**config.mk**
```make
export PLATFORM = sky130hd
export DESIGN_NAME = qr_codeword_interleave_sequencer
export DESIGN_NICKNAME = d
export VERILOG_FILES = /design/src/rtl/qcis_pkg.sv /design/src/rtl/qcis_cfg.sv /design/src/rtl/qcis_step.sv /design/src/rtl/qcis_emit.sv /design/src/rtl/qr_codeword_interleave_sequencer.sv
export SDC_FILE = /design/constraint.sdc
export NUM_CORES = 1
export LEC_CHECK = 0
export ABC_CLOCK_PERIOD_IN_PS = 27100
export BUFFER_PORTS_ARGS = -buffer_cell sky130_fd_sc_hd__clkbuf_2
export CAP_MARGIN = 40
export CORE_MARGIN = 3
export CORE_UTILIZATION = 64
export DETAILED_ROUTE_END_ITERATION = 7
export GPL_TIMING_DRIVEN = 0
export PLACE_DENSITY = 0.87
export SLEW_MARGIN = 25
export SYNTH_ARGS = -nofsm -noshare
export SYNTH_HDL_FRONTEND = slang
export SYNTH_SLANG_ARGS = --single-unit
```
**constraint.sdc**
```tcl
create_clock -name aclk -period 27.1 [get_ports aclk]
set_input_delay 4.065 -clock aclk [delete_from_list [all_inputs] [get_ports aclk]]
set_output_delay 4.065 -clock aclk [all_outputs]
set_load 0.005 [all_outputs]
```
**src/rtl/qcis_pkg.sv**
```systemverilog
// ----------------------------------------------------------------------------
// qcis_pkg
// Shared types, register codes and walk functions for the codeword
// interleave sequencer.
// ----------------------------------------------------------------------------
`default_nettype none

package qcis_pkg;

    localparam int MAX_BLOCKS_DEF = 128;
    localparam int ADDR_BITS_DEF  = 16;
    localparam int CFG_IDX_W      = 3;
    localparam int CFG_DATA_W     = 8;
    localparam int BIT_LEN_W      = 20;

    localparam logic [6:0] G1_BLOCKS_RST = 7'd1;
    localparam logic [7:0] G1_LENGTH_RST = 8'd19;
    localparam logic [6:0] G2_BLOCKS_RST = 7'd0;
    localparam logic [7:0] G2_LENGTH_RST = 8'd0;
    localparam logic [7:0] EC_BLOCK_RST  = 8'd7;
    localparam logic [2:0] REMAINDER_RST = 3'd0;

    typedef enum logic [CFG_IDX_W-1:0] {
        REG_G1_BLOCKS = 3'd0,
        REG_G1_LENGTH = 3'd1,
        REG_G2_BLOCKS = 3'd2,
        REG_G2_LENGTH = 3'd3,
        REG_EC_BLOCK  = 3'd4,
        REG_REMAINDER = 3'd5
    } cfg_reg_t;

    typedef enum logic [1:0] {
        PH_DONE = 2'd0,
        PH_DATA = 2'd1,
        PH_EC   = 2'd2,
        PH_PAD  = 2'd3
    } phase_t;

    typedef enum logic [1:0] {
        KIND_DATA = 2'd0,
        KIND_EC   = 2'd1,
        KIND_PAD  = 2'd2
    } kind_t;

    typedef struct packed {
        logic [6:0] g1_blocks;
        logic [7:0] g1_length;
        logic [6:0] g2_blocks;
        logic [7:0] g2_length;
        logic [7:0] ec_per_block;
        logic [2:0] remainder_bits;
    } cfg_t;

    typedef struct packed {
        logic [7:0] g1;
        logic [7:0] g2;
        logic [7:0] total;
        logic [7:0] maxlen;
    } geom_t;

    typedef struct packed {
        phase_t     phase;
        logic [7:0] column;
        logic [7:0] block;
    } walk_t;

    typedef struct packed {
        logic  valid;
        walk_t walk;
    } stage_t;

    typedef struct packed {
        logic       hit;
        logic [7:0] block;
    } hit_t;

    function automatic geom_t geometry(cfg_t cfg, logic [8:0] maxb);
        geom_t      g;
        logic [8:0] room;
        g.g1 = ({2'b00, cfg.g1_blocks} > maxb) ? maxb[7:0] : {1'b0, cfg.g1_blocks};
        room = maxb - {1'b0, g.g1};
        g.g2 = ({2'b00, cfg.g2_blocks} > room) ? room[7:0] : {1'b0, cfg.g2_blocks};
        g.total = g.g1 + g.g2;
        g.maxlen = '0;
        if (g.g1 != '0) begin
            g.maxlen = cfg.g1_length;
        end
        if (g.g2 != '0 && cfg.g2_length > g.maxlen) begin
            g.maxlen = cfg.g2_length;
        end
        return g;
    endfunction

    // first non-exhausted block at or after blk in column col
    function automatic hit_t first_in_col(cfg_t cfg, geom_t g, logic [8:0] col,
                                          logic [8:0] blk);
        hit_t       h;
        logic [8:0] start;
        start = (blk < {1'b0, g.g1}) ? {1'b0, g.g1} : blk;
        h.hit   = 1'b0;
        h.block = '0;
        if (blk < {1'b0, g.g1} && col < {1'b0, cfg.g1_length}) begin
            h.hit   = 1'b1;
            h.block = blk[7:0];
        end else if (col < {1'b0, cfg.g2_length} && start < {1'b0, g.total}) begin
            h.hit   = 1'b1;
            h.block = start[7:0];
        end
        return h;
    endfunction

    function automatic walk_t settle_ec(cfg_t cfg, geom_t g, logic [8:0] col,
                                        logic [8:0] blk);
        walk_t      w;
        phase_t     tail;
        logic [8:0] col_inc;
        tail    = (cfg.remainder_bits != '0) ? PH_PAD : PH_DONE;
        col_inc = col + 9'd1;
        if (col >= {1'b0, cfg.ec_per_block} || g.total == '0) begin
            w = '{phase: tail, column: 8'd0, block: 8'd0};
        end else if (blk >= {1'b0, g.total}) begin
            if (col_inc >= {1'b0, cfg.ec_per_block}) begin
                w = '{phase: tail, column: 8'd0, block: 8'd0};
            end else begin
                w = '{phase: PH_EC, column: col_inc[7:0], block: 8'd0};
            end
        end else begin
            w = '{phase: PH_EC, column: col[7:0], block: blk[7:0]};
        end
        return w;
    endfunction

    function automatic walk_t settle_data(cfg_t cfg, geom_t g, logic [8:0] col,
                                          logic [8:0] blk);
        walk_t      w;
        hit_t       h0;
        hit_t       h1;
        logic [8:0] col_inc;
        col_inc = col + 9'd1;
        h0 = first_in_col(cfg, g, col, blk);
        h1 = first_in_col(cfg, g, col_inc, 9'd0);
        if (col >= {1'b0, g.maxlen}) begin
            w = settle_ec(cfg, g, 9'd0, 9'd0);
        end else if (h0.hit) begin
            w = '{phase: PH_DATA, column: col[7:0], block: h0.block};
        end else if (col_inc >= {1'b0, g.maxlen}) begin
            w = settle_ec(cfg, g, 9'd0, 9'd0);
        end else begin
            w = '{phase: PH_DATA, column: col_inc[7:0], block: h1.block};
        end
        return w;
    endfunction

    function automatic walk_t advance(cfg_t cfg, geom_t g, walk_t cur);
        walk_t      w;
        logic [8:0] blk_inc;
        blk_inc = {1'b0, cur.block} + 9'd1;
        unique case (cur.phase)
            PH_DATA: begin
                w = settle_data(cfg, g, {1'b0, cur.column}, blk_inc);
            end
            PH_EC: begin
                w = settle_ec(cfg, g, {1'b0, cur.column}, blk_inc);
            end
            PH_PAD, PH_DONE: begin
                w = '{phase: PH_DONE, column: 8'd0, block: 8'd0};
            end
        endcase
        return w;
    endfunction

endpackage

`default_nettype wire

```
**src/rtl/qcis_cfg.sv**
```systemverilog
// ----------------------------------------------------------------------------
// qcis_cfg
// Configuration register file: group sizes, ec count and remainder bits.
// ----------------------------------------------------------------------------
`default_nettype none

module qcis_cfg
    import qcis_pkg::*;
(
    input  wire logic                  aclk,
    input  wire logic                  aresetn,
    input  wire logic                  cfg_valid,
    output logic                       cfg_ready,
    input  wire logic [CFG_IDX_W-1:0]  cfg_index,
    input  wire logic [CFG_DATA_W-1:0] cfg_data,
    output cfg_t                       cfg
);

    cfg_t cfg_reg;

    assign cfg_ready = 1'b1;
    assign cfg       = cfg_reg;

    always_ff @(posedge aclk) begin
        if (!aresetn) begin
            cfg_reg.g1_blocks      <= G1_BLOCKS_RST;
            cfg_reg.g1_length      <= G1_LENGTH_RST;
            cfg_reg.g2_blocks      <= G2_BLOCKS_RST;
            cfg_reg.g2_length      <= G2_LENGTH_RST;
            cfg_reg.ec_per_block   <= EC_BLOCK_RST;
            cfg_reg.remainder_bits <= REMAINDER_RST;
        end else if (cfg_valid) begin
            unique case (cfg_index)
                REG_G1_BLOCKS: cfg_reg.g1_blocks      <= cfg_data[6:0];
                REG_G1_LENGTH: cfg_reg.g1_length      <= cfg_data;
                REG_G2_BLOCKS: cfg_reg.g2_blocks      <= cfg_data[6:0];
                REG_G2_LENGTH: cfg_reg.g2_length      <= cfg_data;
                REG_EC_BLOCK:  cfg_reg.ec_per_block   <= cfg_data;
                REG_REMAINDER: cfg_reg.remainder_bits <= cfg_data[2:0];
                default: begin
                end
            endcase
        end
    end

endmodule

`default_nettype wire

```
**src/rtl/qcis_step.sv**
```systemverilog
// ----------------------------------------------------------------------------
// qcis_step
// Walk state: takes an item and moves to the next codeword position.
// ----------------------------------------------------------------------------
`default_nettype none

module qcis_step
    import qcis_pkg::*;
#(
    parameter int MAX_BLOCKS = MAX_BLOCKS_DEF
) (
    input  wire logic aclk,
    input  wire logic aresetn,
    input  wire logic s_valid,
    output logic      s_ready,
    input  wire logic s_restart,
    input  wire cfg_t cfg,
    input  wire logic take,
    output stage_t    pos
);

    localparam logic [8:0] MAXB = 9'(MAX_BLOCKS);

    walk_t walk_reg;
    walk_t walk_next;
    logic  p_valid_reg;
    geom_t geom;

    assign geom    = geometry(cfg, MAXB);
    assign s_ready = !p_valid_reg || take;
    assign pos     = '{valid: p_valid_reg, walk: walk_reg};

    always_comb begin
        if (s_restart) begin
            walk_next = settle_data(cfg, geom, 9'd0, 9'd0);
        end else if (walk_reg.phase != PH_DONE) begin
            walk_next = advance(cfg, geom, walk_reg);
        end else begin
            walk_next = walk_reg;
        end
    end

    always_ff @(posedge aclk) begin
        if (!aresetn) begin
            walk_reg    <= '{phase: PH_DONE, column: 8'd0, block: 8'd0};
            p_valid_reg <= 1'b0;
        end else begin
            if (s_valid && s_ready) begin
                walk_reg <= walk_next;
            end
            if (s_ready) begin
                p_valid_reg <= s_valid;
            end
        end
    end

endmodule

`default_nettype wire

```
**src/rtl/qcis_emit.sv**
```systemverilog
// ----------------------------------------------------------------------------
// qcis_emit
// Result stage: source address, last flag and bit length for a position.
// ----------------------------------------------------------------------------
`default_nettype none

module qcis_emit
    import qcis_pkg::*;
#(
    parameter int MAX_BLOCKS = MAX_BLOCKS_DEF,
    parameter int ADDR_BITS  = ADDR_BITS_DEF
) (
    input  wire logic                 aclk,
    input  wire logic                 aresetn,
    input  wire cfg_t                 cfg,
    input  wire stage_t               pos,
    output logic                      take,
    output logic                      m_valid,
    input  wire logic                 m_ready,
    output logic                      m_valid_res,
    output logic [1:0]                m_kind,
    output logic [7:0]                m_block_index,
    output logic [7:0]                m_byte_offset,
    output logic [ADDR_BITS-1:0]      m_source_address,
    output logic                      m_last,
    output logic [BIT_LEN_W-1:0]      m_bit_length
);

    localparam logic [8:0] MAXB   = 9'(MAX_BLOCKS);
    localparam int         ADDR_W = (ADDR_BITS > 16) ? ADDR_BITS : 16;

    geom_t               geom;
    walk_t               nxt;
    logic [7:0]          blk;
    logic [7:0]          col;
    logic [7:0]          blk_g2;
    logic [15:0]         mul_l1;
    logic [15:0]         mul_g1;
    logic [15:0]         mul_l2;
    logic [15:0]         mul_ec;
    logic [15:0]         data_base;
    logic [15:0]         base;
    logic [15:0]         addr16;
    logic [ADDR_W-1:0]   addr_wide;
    logic [17:0]         bytes;
    logic [20:0]         bits_full;

    logic                valid_res_c;
    kind_t               kind_c;
    logic [7:0]          block_c;
    logic [7:0]          offset_c;
    logic [ADDR_BITS-1:0] addr_c;
    logic                last_c;
    logic [BIT_LEN_W-1:0] bit_len_c;

    logic                m_valid_reg;
    logic                m_valid_res_reg;
    kind_t               m_kind_reg;
    logic [7:0]          m_block_index_reg;
    logic [7:0]          m_byte_offset_reg;
    logic [ADDR_BITS-1:0] m_source_address_reg;
    logic                m_last_reg;
    logic [BIT_LEN_W-1:0] m_bit_length_reg;

    assign geom   = geometry(cfg, MAXB);
    assign nxt    = advance(cfg, geom, pos.walk);
    assign blk    = pos.walk.block;
    assign col    = pos.walk.column;
    assign blk_g2 = blk - geom.g1;

    assign mul_l1 = 16'(blk) * 16'(cfg.g1_length);
    assign mul_g1 = 16'(geom.g1) * 16'(cfg.g1_length);
    assign mul_l2 = 16'(blk_g2) * 16'(cfg.g2_length);
    assign mul_ec = 16'(blk) * 16'(cfg.ec_per_block);

    assign data_base = (blk < geom.g1) ? mul_l1 : (mul_g1 + mul_l2);
    assign base      = (pos.walk.phase == PH_EC) ? mul_ec : data_base;
    assign addr16    = base + 16'(col);
    assign addr_wide = ADDR_W'(addr16);

    assign bytes = 18'(mul_g1)
                 + 18'(16'(geom.g2) * 16'(cfg.g2_length))
                 + 18'(16'(geom.total) * 16'(cfg.ec_per_block));
    assign bits_full = {bytes, 3'b000} + 21'(cfg.remainder_bits);

    always_comb begin
        valid_res_c = 1'b0;
        kind_c      = KIND_DATA;
        block_c     = '0;
        offset_c    = '0;
        addr_c      = '0;
        last_c      = 1'b0;
        bit_len_c   = '0;
        if (pos.walk.phase != PH_DONE) begin
            valid_res_c = 1'b1;
            last_c      = (nxt.phase == PH_DONE);
            bit_len_c   = bits_full[BIT_LEN_W-1:0];
            if (pos.walk.phase == PH_PAD) begin
                kind_c = KIND_PAD;
            end else begin
                kind_c   = (pos.walk.phase == PH_EC) ? KIND_EC : KIND_DATA;
                block_c  = blk;
                offset_c = col;
                addr_c   = addr_wide[ADDR_BITS-1:0];
            end
        end
    end

    assign take = !m_valid_reg || m_ready;

    always_ff @(posedge aclk) begin
        if (!aresetn) begin
            m_valid_reg <= 1'b0;
        end else if (take) begin
            m_valid_reg <= pos.valid;
        end
    end

    always_ff @(posedge aclk) begin
        if (take && pos.valid) begin
            m_valid_res_reg      <= valid_res_c;
            m_kind_reg           <= kind_c;
            m_block_index_reg    <= block_c;
            m_byte_offset_reg    <= offset_c;
            m_source_address_reg <= addr_c;
            m_last_reg           <= last_c;
            m_bit_length_reg     <= bit_len_c;
        end
    end

    assign m_valid          = m_valid_reg;
    assign m_valid_res      = m_valid_res_reg;
    assign m_kind           = m_kind_reg;
    assign m_block_index    = m_block_index_reg;
    assign m_byte_offset    = m_byte_offset_reg;
    assign m_source_address = m_source_address_reg;
    assign m_last           = m_last_reg;
    assign m_bit_length     = m_bit_length_reg;

`ifndef SYNTHESIS
    a_pad_is_last: assert property (@(posedge aclk) disable iff (!aresetn)
        m_valid_reg && (m_kind_reg == KIND_PAD) |-> m_last_reg && m_valid_res_reg)
        else $error("pad item not flagged last");

    a_finished_zero: assert property (@(posedge aclk) disable iff (!aresetn)
        m_valid_reg && !m_valid_res_reg |->
            (m_kind_reg == KIND_DATA) && !m_last_reg && (m_bit_length_reg == '0))
        else $error("finished item carries nonzero fields");

    a_load_result: assert property (@(posedge aclk) disable iff (!aresetn)
        take && pos.valid |=> m_valid_reg)
        else $error("position lost between stages");

    a_reset_empty: assert property (@(posedge aclk)
        !aresetn |=> !m_valid_reg)
        else $error("result valid right after reset");
`endif

endmodule

`default_nettype wire

```
**src/rtl/qr_codeword_interleave_sequencer.sv**
```systemverilog
// ----------------------------------------------------------------------------
// qr_codeword_interleave_sequencer
// Gives the source of each byte of an interleaved codeword stream, one
// position per item: data bytes column by column, ec bytes, then pad if remainder bits are set.
// ----------------------------------------------------------------------------
//  channel   ports                         direction
//  s_        s_valid s_ready s_restart      in
//  m_        m_valid m_ready m_* fields     out
//  cfg_      cfg_valid cfg_ready cfg_index  in (register write)
//
//  one item per cycle sustained while m_ready is high; an accepted item passes
//  the walk register and then the result register; the walk register closes its loop,
//  the result stage adds address multiply and last-flag lookahead
//  synchronous active-low reset, no clearing pass after reset
//  result register decouples the sides: s_ready drops only when both the
//  walk stage and the result register are full and m_ready is low
// ----------------------------------------------------------------------------
`default_nettype none

module qr_codeword_interleave_sequencer
    import qcis_pkg::*;
#(
    parameter int MAX_BLOCKS = MAX_BLOCKS_DEF,
    parameter int ADDR_BITS  = ADDR_BITS_DEF
) (
    input  wire logic                  aclk,
    input  wire logic                  aresetn,
    input  wire logic                  s_valid,
    output logic                       s_ready,
    input  wire logic                  s_restart,
    output logic                       m_valid,
    input  wire logic                  m_ready,
    output logic                       m_valid_res,
    output logic [1:0]                 m_kind,
    output logic [7:0]                 m_block_index,
    output logic [7:0]                 m_byte_offset,
    output logic [ADDR_BITS-1:0]       m_source_address,
    output logic                       m_last,
    output logic [BIT_LEN_W-1:0]       m_bit_length,
    input  wire logic                  cfg_valid,
    output logic                       cfg_ready,
    input  wire logic [CFG_IDX_W-1:0]  cfg_index,
    input  wire logic [CFG_DATA_W-1:0] cfg_data
);

    cfg_t   cfg;
    stage_t pos;
    logic   take;

    qcis_cfg u_cfg (
        .aclk      (aclk),
        .aresetn   (aresetn),
        .cfg_valid (cfg_valid),
        .cfg_ready (cfg_ready),
        .cfg_index (cfg_index),
        .cfg_data  (cfg_data),
        .cfg       (cfg)
    );

    qcis_step #(
        .MAX_BLOCKS (MAX_BLOCKS)
    ) u_step (
        .aclk      (aclk),
        .aresetn   (aresetn),
        .s_valid   (s_valid),
        .s_ready   (s_ready),
        .s_restart (s_restart),
        .cfg       (cfg),
        .take      (take),
        .pos       (pos)
    );

    qcis_emit #(
        .MAX_BLOCKS (MAX_BLOCKS),
        .ADDR_BITS  (ADDR_BITS)
    ) u_emit (
        .aclk             (aclk),
        .aresetn          (aresetn),
        .cfg              (cfg),
        .pos              (pos),
        .take             (take),
        .m_valid          (m_valid),
        .m_ready          (m_ready),
        .m_valid_res      (m_valid_res),
        .m_kind           (m_kind),
        .m_block_index    (m_block_index),
        .m_byte_offset    (m_byte_offset),
        .m_source_address (m_source_address),
        .m_last           (m_last),
        .m_bit_length     (m_bit_length)
    );

endmodule

`default_nettype wire
```
### Word-level counts from Yosys, hierarchy flattened

Index checks and enable logic that the tools add are counted.

* input bits: 17
* output and inout port bits: 59
* word-level logic and storage cells: 147
* register bits: 117

* eq/ne operators: 9
* $mul: 6
* reduce and logical (&&, ||, !) cells: 36
* bitwise logic cells: 1
* order comparisons: 25
* $add $sub $neg: 10
* muxes and demuxes: 41

Operators by type and width (count)
* 18-bit 2-to-1 mux: 16
* 18-bit one-hot mux with 3 select lines: 2
* 9-bit 2-to-1 mux: 9
* 8-bit by 8-bit multiplier with 16-bit output: 5
* 8-bit 2-to-1 mux: 7
* 1-bit by 8-bit >= comparator with 1-bit output, first input constant: 5
* 9-bit by 8-bit less-than comparator with 1-bit output: 4
* 1-bit by 8-bit less-than comparator with 1-bit output, first input constant: 4
* 16-bit 2-to-1 mux: 2
* 9-bit by 8-bit >= comparator with 1-bit output: 3
* 20-bit by 3-bit adder with 20-bit output: 1
* 8-bit by 1-bit adder with 9-bit output, second input constant: 2
* 16-bit by 16-bit adder with 17-bit output: 1
* 17-bit by 16-bit adder with 17-bit output: 1
* 16-bit adder: 1
* 16-bit by 8-bit adder with 16-bit output: 1
* 8-bit >= comparator: 2
* 8-bit less-than comparator: 2
* 7-bit by 8-bit multiplier with 15-bit output: 1
* 2-bit AND reduction: 7
* 1-bit logical AND: 11
* 7-bit by 9-bit greater-than comparator with 1-bit output: 1
* 9-bit by 7-bit less-than comparator with 1-bit output: 1
* 8-bit by 7-bit subtractor with 9-bit output, first input constant: 1
* other kinds (26): 38

### Logic depth before layout (Yosys ltp)

* depth in word-level cells: 16
* depth in mapped cells: 44
* depth with buffers taken out: 43

### Modules after synthesis

Synthesis repeated with hierarchy kept, for this count alone.

* cells, all modules: 2939
* area total of the unflattened synthesis: 25156.6 µm²

Modules (own cells, without submodules)
* qcis_emit: cells an instance 2142, times used 1, area each 18630.4 µm², sequential area each 1701.6 µm²
* qcis_step: cells an instance 642, times used 1, area each 4929.7 µm², sequential area each 380.4 µm²
* qcis_cfg: cells an instance 155, times used 1, area each 1596.5 µm², sequential area each 820.8 µm²

### Worst setup path before layout

No wires, ideal clock.

* kind: flip-flop to flip-flop
* from: register u_cfg.cfg_reg, in the netlist u_cfg.cfg[35]
* to: register u_emit.m_bit_length_reg[19], in the netlist u_emit.m_bit_length[19], data pin
* cell stages (with the launch flop): 42
* data arrival time: 9234 ps
* setup slack: 17600 ps
* period minus slack after synthesis: 9500 ps
* setup time: 266 ps
* cell sequence: dfxtp_1 > inv_1 > clkbuf_1 > ha_1 > nor3b_1 > xnor2_1 > inv_1 > ha_1 > o211a_1 > o31ai_1 > a211oi_4 > nor2_1 > a21oi_1 > inv_1 > ha_1 > inv_1 > fa_1 > and3b_1 > [6 not listed] > nor2_1 > fa_1 > inv_1 > fa_1 > fa_1 > fa_1 > inv_1 > fa_1 > inv_1 > fa_1 > inv_1 > ha_1 > a21oi_1 > a21oi_1 > o31ai_1 > o21ai_0 > xnor2_1 > nor2_1

* word-level cells in the longest chain between the ends: 7

Ends and longest elaborated chain
* from (decl): line qcis_cfg.sv:19 `cfg_t cfg_reg;`
* 8-bit by 7-bit subtractor with 9-bit output: line qcis_pkg.sv:81 `room = maxb - {1'b0, g.g1};`
* 7-bit by 9-bit greater-than comparator with 1-bit output: line qcis_pkg.sv:82 `g.g2 = ({2'b00, cfg.g2_blocks} > room) ? room[7:0] : {1'b0, cfg.g2_blocks};`
* 8-bit 2-to-1 mux: line qcis_pkg.sv:82
* 8-bit by 8-bit multiplier with 16-bit output / 7-bit by 8-bit adder with 8-bit output (equally long branches): line qcis_emit.sv:82, qcis_pkg.sv:83
* 16-bit by 16-bit adder with 17-bit output / 8-bit by 8-bit multiplier with 16-bit output (equally long branches): line qcis_emit.sv:82, qcis_emit.sv:83
* 17-bit by 16-bit adder with 17-bit output (*): line qcis_emit.sv:83 `+ 18'(16'(geom.total) * 16'(cfg.ec_per_block));`
* 20-bit by 3-bit adder with 20-bit output (*): line qcis_emit.sv:84 `assign bits_full = {bytes, 3'b000} + 21'(cfg.remainder_bits);`
* to (signal assigned): line qcis_emit.sv:127 `m_bit_length_reg <= bit_len_c;`
* to (decl): line qcis_emit.sv:63 `logic [BIT_LEN_W-1:0] m_bit_length_reg;`

Every way passes the cells marked *; elsewhere a longest branch is shown, timed or not.
A chain may end at the register's enable or synchronous reset.

### Worst setup path in the final report

* from: register u_cfg.cfg_reg, in the netlist u_cfg.cfg[34]
* to: register u_emit.m_bit_length_reg[19], in the netlist u_emit.m_bit_length[19], data pin

The elaborated chain is that of the path after synthesis.

==> qor.yml <==
status: "finished clean"
via_per_inst: 6.24
hold_viol: 0
portBuffers: 73
rows: 67
cp_common_cell: "inv_1"
ios: 76
relSlewSlack_pct: 35.2
syn_avg_cell_area_sq_um: 8.59
timing.setup.tns_ps: 0
placed_cells: 3115
initial_core_util_pct: 65.4
maxSlewViolCount: 0
wirelength_microns: 69300
ctsHoldBuffers: 0
core_sq_mm: 0.0339
ys.warnings.count: 0
clkTransAtPathRegs_ps: 70
fin_skew_ps: 18.6
ctsRootBufferMaster: "clkbuf_16"
synth_cell_types: 94
cts_buffers: 17
die_x_microns: 192
synthArstFlopShare_pct: 0
worst_hold_slack_ps: 528
cts.sinks: 117
htreeDepth: 4
grt_max_degree: 28
gp_congestion: 1.01
fin_cells: 3152
rsz0062_at_grt: "no"
cts_max_path_buffers: 2
ys.flop_type: "dfxtp_1"
cp-start-kind: "flop"
gr-total-overflow: 0
critPathKind: "reg -> reg"
grt_pass1_wl_microns: 107000
p_leak_nw: 11.8
crit_path_max_fanout: 10
synth_enable_flop_cells: 56
worst_pin_slew_ps: 965
grt_use_total_pct: 38.1
syn2layout_area_growth_pct: 7.41
end_kind: "flop"
diodes: 0
grt_pass1_vias: 19919
cts_resized: 0
hpwl_microns: 55600
dr.pass1.iters: 6
ir_worst_vdd_uv: 49.0
p_total_uw: 593
arrival_ps: 11850
cpPeakStageDelay_ps: 820
routedWlPerCell_microns: 22.0
syn_area_sq_mm: 0.0222
p_per_area_mw_per_mm2: 24.9
path_delay_family: "adder cells"
drc: 0
fin_crit_sh_pct: 43.0
crit_buf_inv: 9
finalSetupViolations: 0
ys_seq_area_share_pct: 13.1
antenna_found_initial: 1
fin_nets: 3316
synth-seq-cells: 117
largest_reg_flops: 41
max_cap_violations: 0
timing.fmax_mhz: 85.8
cts_setup_buffers: 0
clk_latency_ps: 470
ant_nets: 0
dieArea_sq_mm: 0.0369
min_period_ps: 11660
slowest_stage: "mux2i_1"
hold_path.class: "reg -> reg"
drive_gt1_share_pct: 6.36
die_y_microns: 192
worstPathRequired_ps: 27290
netlist_instances: 2581
cts_tree: "yes"
vias: 19669
dr.first_iter.drc_count: 2153
-- stage by stage --
stage / util, % / instance area [sq um] / worst slack, ps
6_report: 70.3 / 23800 / 15440
5_1_grt: 70.3 / 23800 / 15160
4_1_cts: 70.2 / 23800 / 15780
3_5_place_dp: 68.5 / 23200 / 15890
3_3_place_gp: 68.2 / 23100 / 15460
2_1_floorplan: - / 22200 / 17600
-- layout make-up --
class | instances | area (sq um)
Sequential cell | 117 | 2900
Multi-Input combinational cell | 1936 | 17300
Fill cell | 2598 | 10100
Timing Repair Buffer | 84 | 475
Clock buffer | 18 | 450
Inverter | 443 | 1660
Buffer | 92 | 378
Tap cell | 448 | 561
Clock inverter | 14 | 121
-- routing by layer --
layer	vias up	share of wire [%]	GRT usage, %
li1	8676	-	-
met1	9486	38	48.7
met2	1223	44	59.7
met3	280	12	10.6
met4	4	5.8	18.4
met5	-	0.16	1.92
-- cell families after synthesis --
family	after synthesis	share of synthesized area, %
muxes	34	1.59
xor gates and xnor gates	85	3.36
other	2	0.0339
AOI/OAI and AO/OA	391	11.9
DFF	117	13.1
buffers and inverters	535	9.21
and+or+nand+nor	809	17.5
adders and majority gates	608	43.3
-- worst reg2reg max path: cells and delay by family, from the launching register on --
family	cells	cell delay [ps]
fa+ha+maj	10	4240
compound gates	8	2170
buf+inv	9	1430
xor+xnor	3	1030
simple gates	5	1020
mux	1	820
flops	1	670
-- cell usage in the layout, fill, tap and decap left out, types with 61 or more instances in the layout --
cell type / Yosys / final
ha_1: 342 / 342
a21oi_1: 114 / 114
inv_1: 430 / 430
fa_1: 266 / 266
clkbuf_1: 75 / 75
dfxtp_1: 61 / 61
clkbuf_2: 0 / 74
nor2_1: 221 / 221
and2_1: 113 / 113
nand2_1: 268 / 268
o21ai_0: 62 / 62
-- power by group --
| group | internal [mW] | leakage [nW] | switching [mW] |
|---|---|---|---|
| registers | 0.191 | 1.03 | 0.00350 |
| clock network | 0.132 | 0.279 | 0.103 |
| logic | 0.0603 | 10.5 | 0.104 |
| total | 0.383 | 11.8 | 0.210 |
-- synthesized netlist by cell type, types with 23 or more instances --
cell type | number | area, sq um
nor2b_1 | 27 | 169
inv_1 | 430 | 1610
a21oi_1 | 114 | 571
a21o_1 | 34 | 255
xnor2_1 | 51 | 447
nand2b_1 | 23 | 144
ha_1 | 342 | 4280
xor2_1 | 34 | 298
nor2_1 | 221 | 830
nand3_1 | 36 | 180
nor3_1 | 30 | 150
mux2i_1 | 28 | 280
and2_1 | 113 | 707
edfxtp_1 | 56 | 1680
fa_1 | 266 | 5330
clkbuf_1 | 75 | 282
nand2_1 | 268 | 1010
dfxtp_1 | 61 | 1220
o21ai_0 | 62 | 310
-- path summary, 6_finish.rpt --
check / start / to / slack (ps) / cells after the start
max: u_cfg.cfg[34]$_SDFFE_PN1P_ / u_emit.m_bit_length[19]$_SDFFCE_PN0P_ / 15440 / 36
min: u_step.p_valid_reg$_SDFFE_PN0N_ / u_emit.m_valid$_SDFFE_PN0P_ / 530 / 2
max reg2reg: u_cfg.cfg[34]$_SDFFE_PN1P_ / u_emit.m_bit_length[19]$_SDFFCE_PN0P_ / 15440 / 36
min reg2reg: u_step.p_valid_reg$_SDFFE_PN0N_ / u_emit.m_valid$_SDFFE_PN0P_ / 530 / 2
Power figures use the tool's default switching activity.
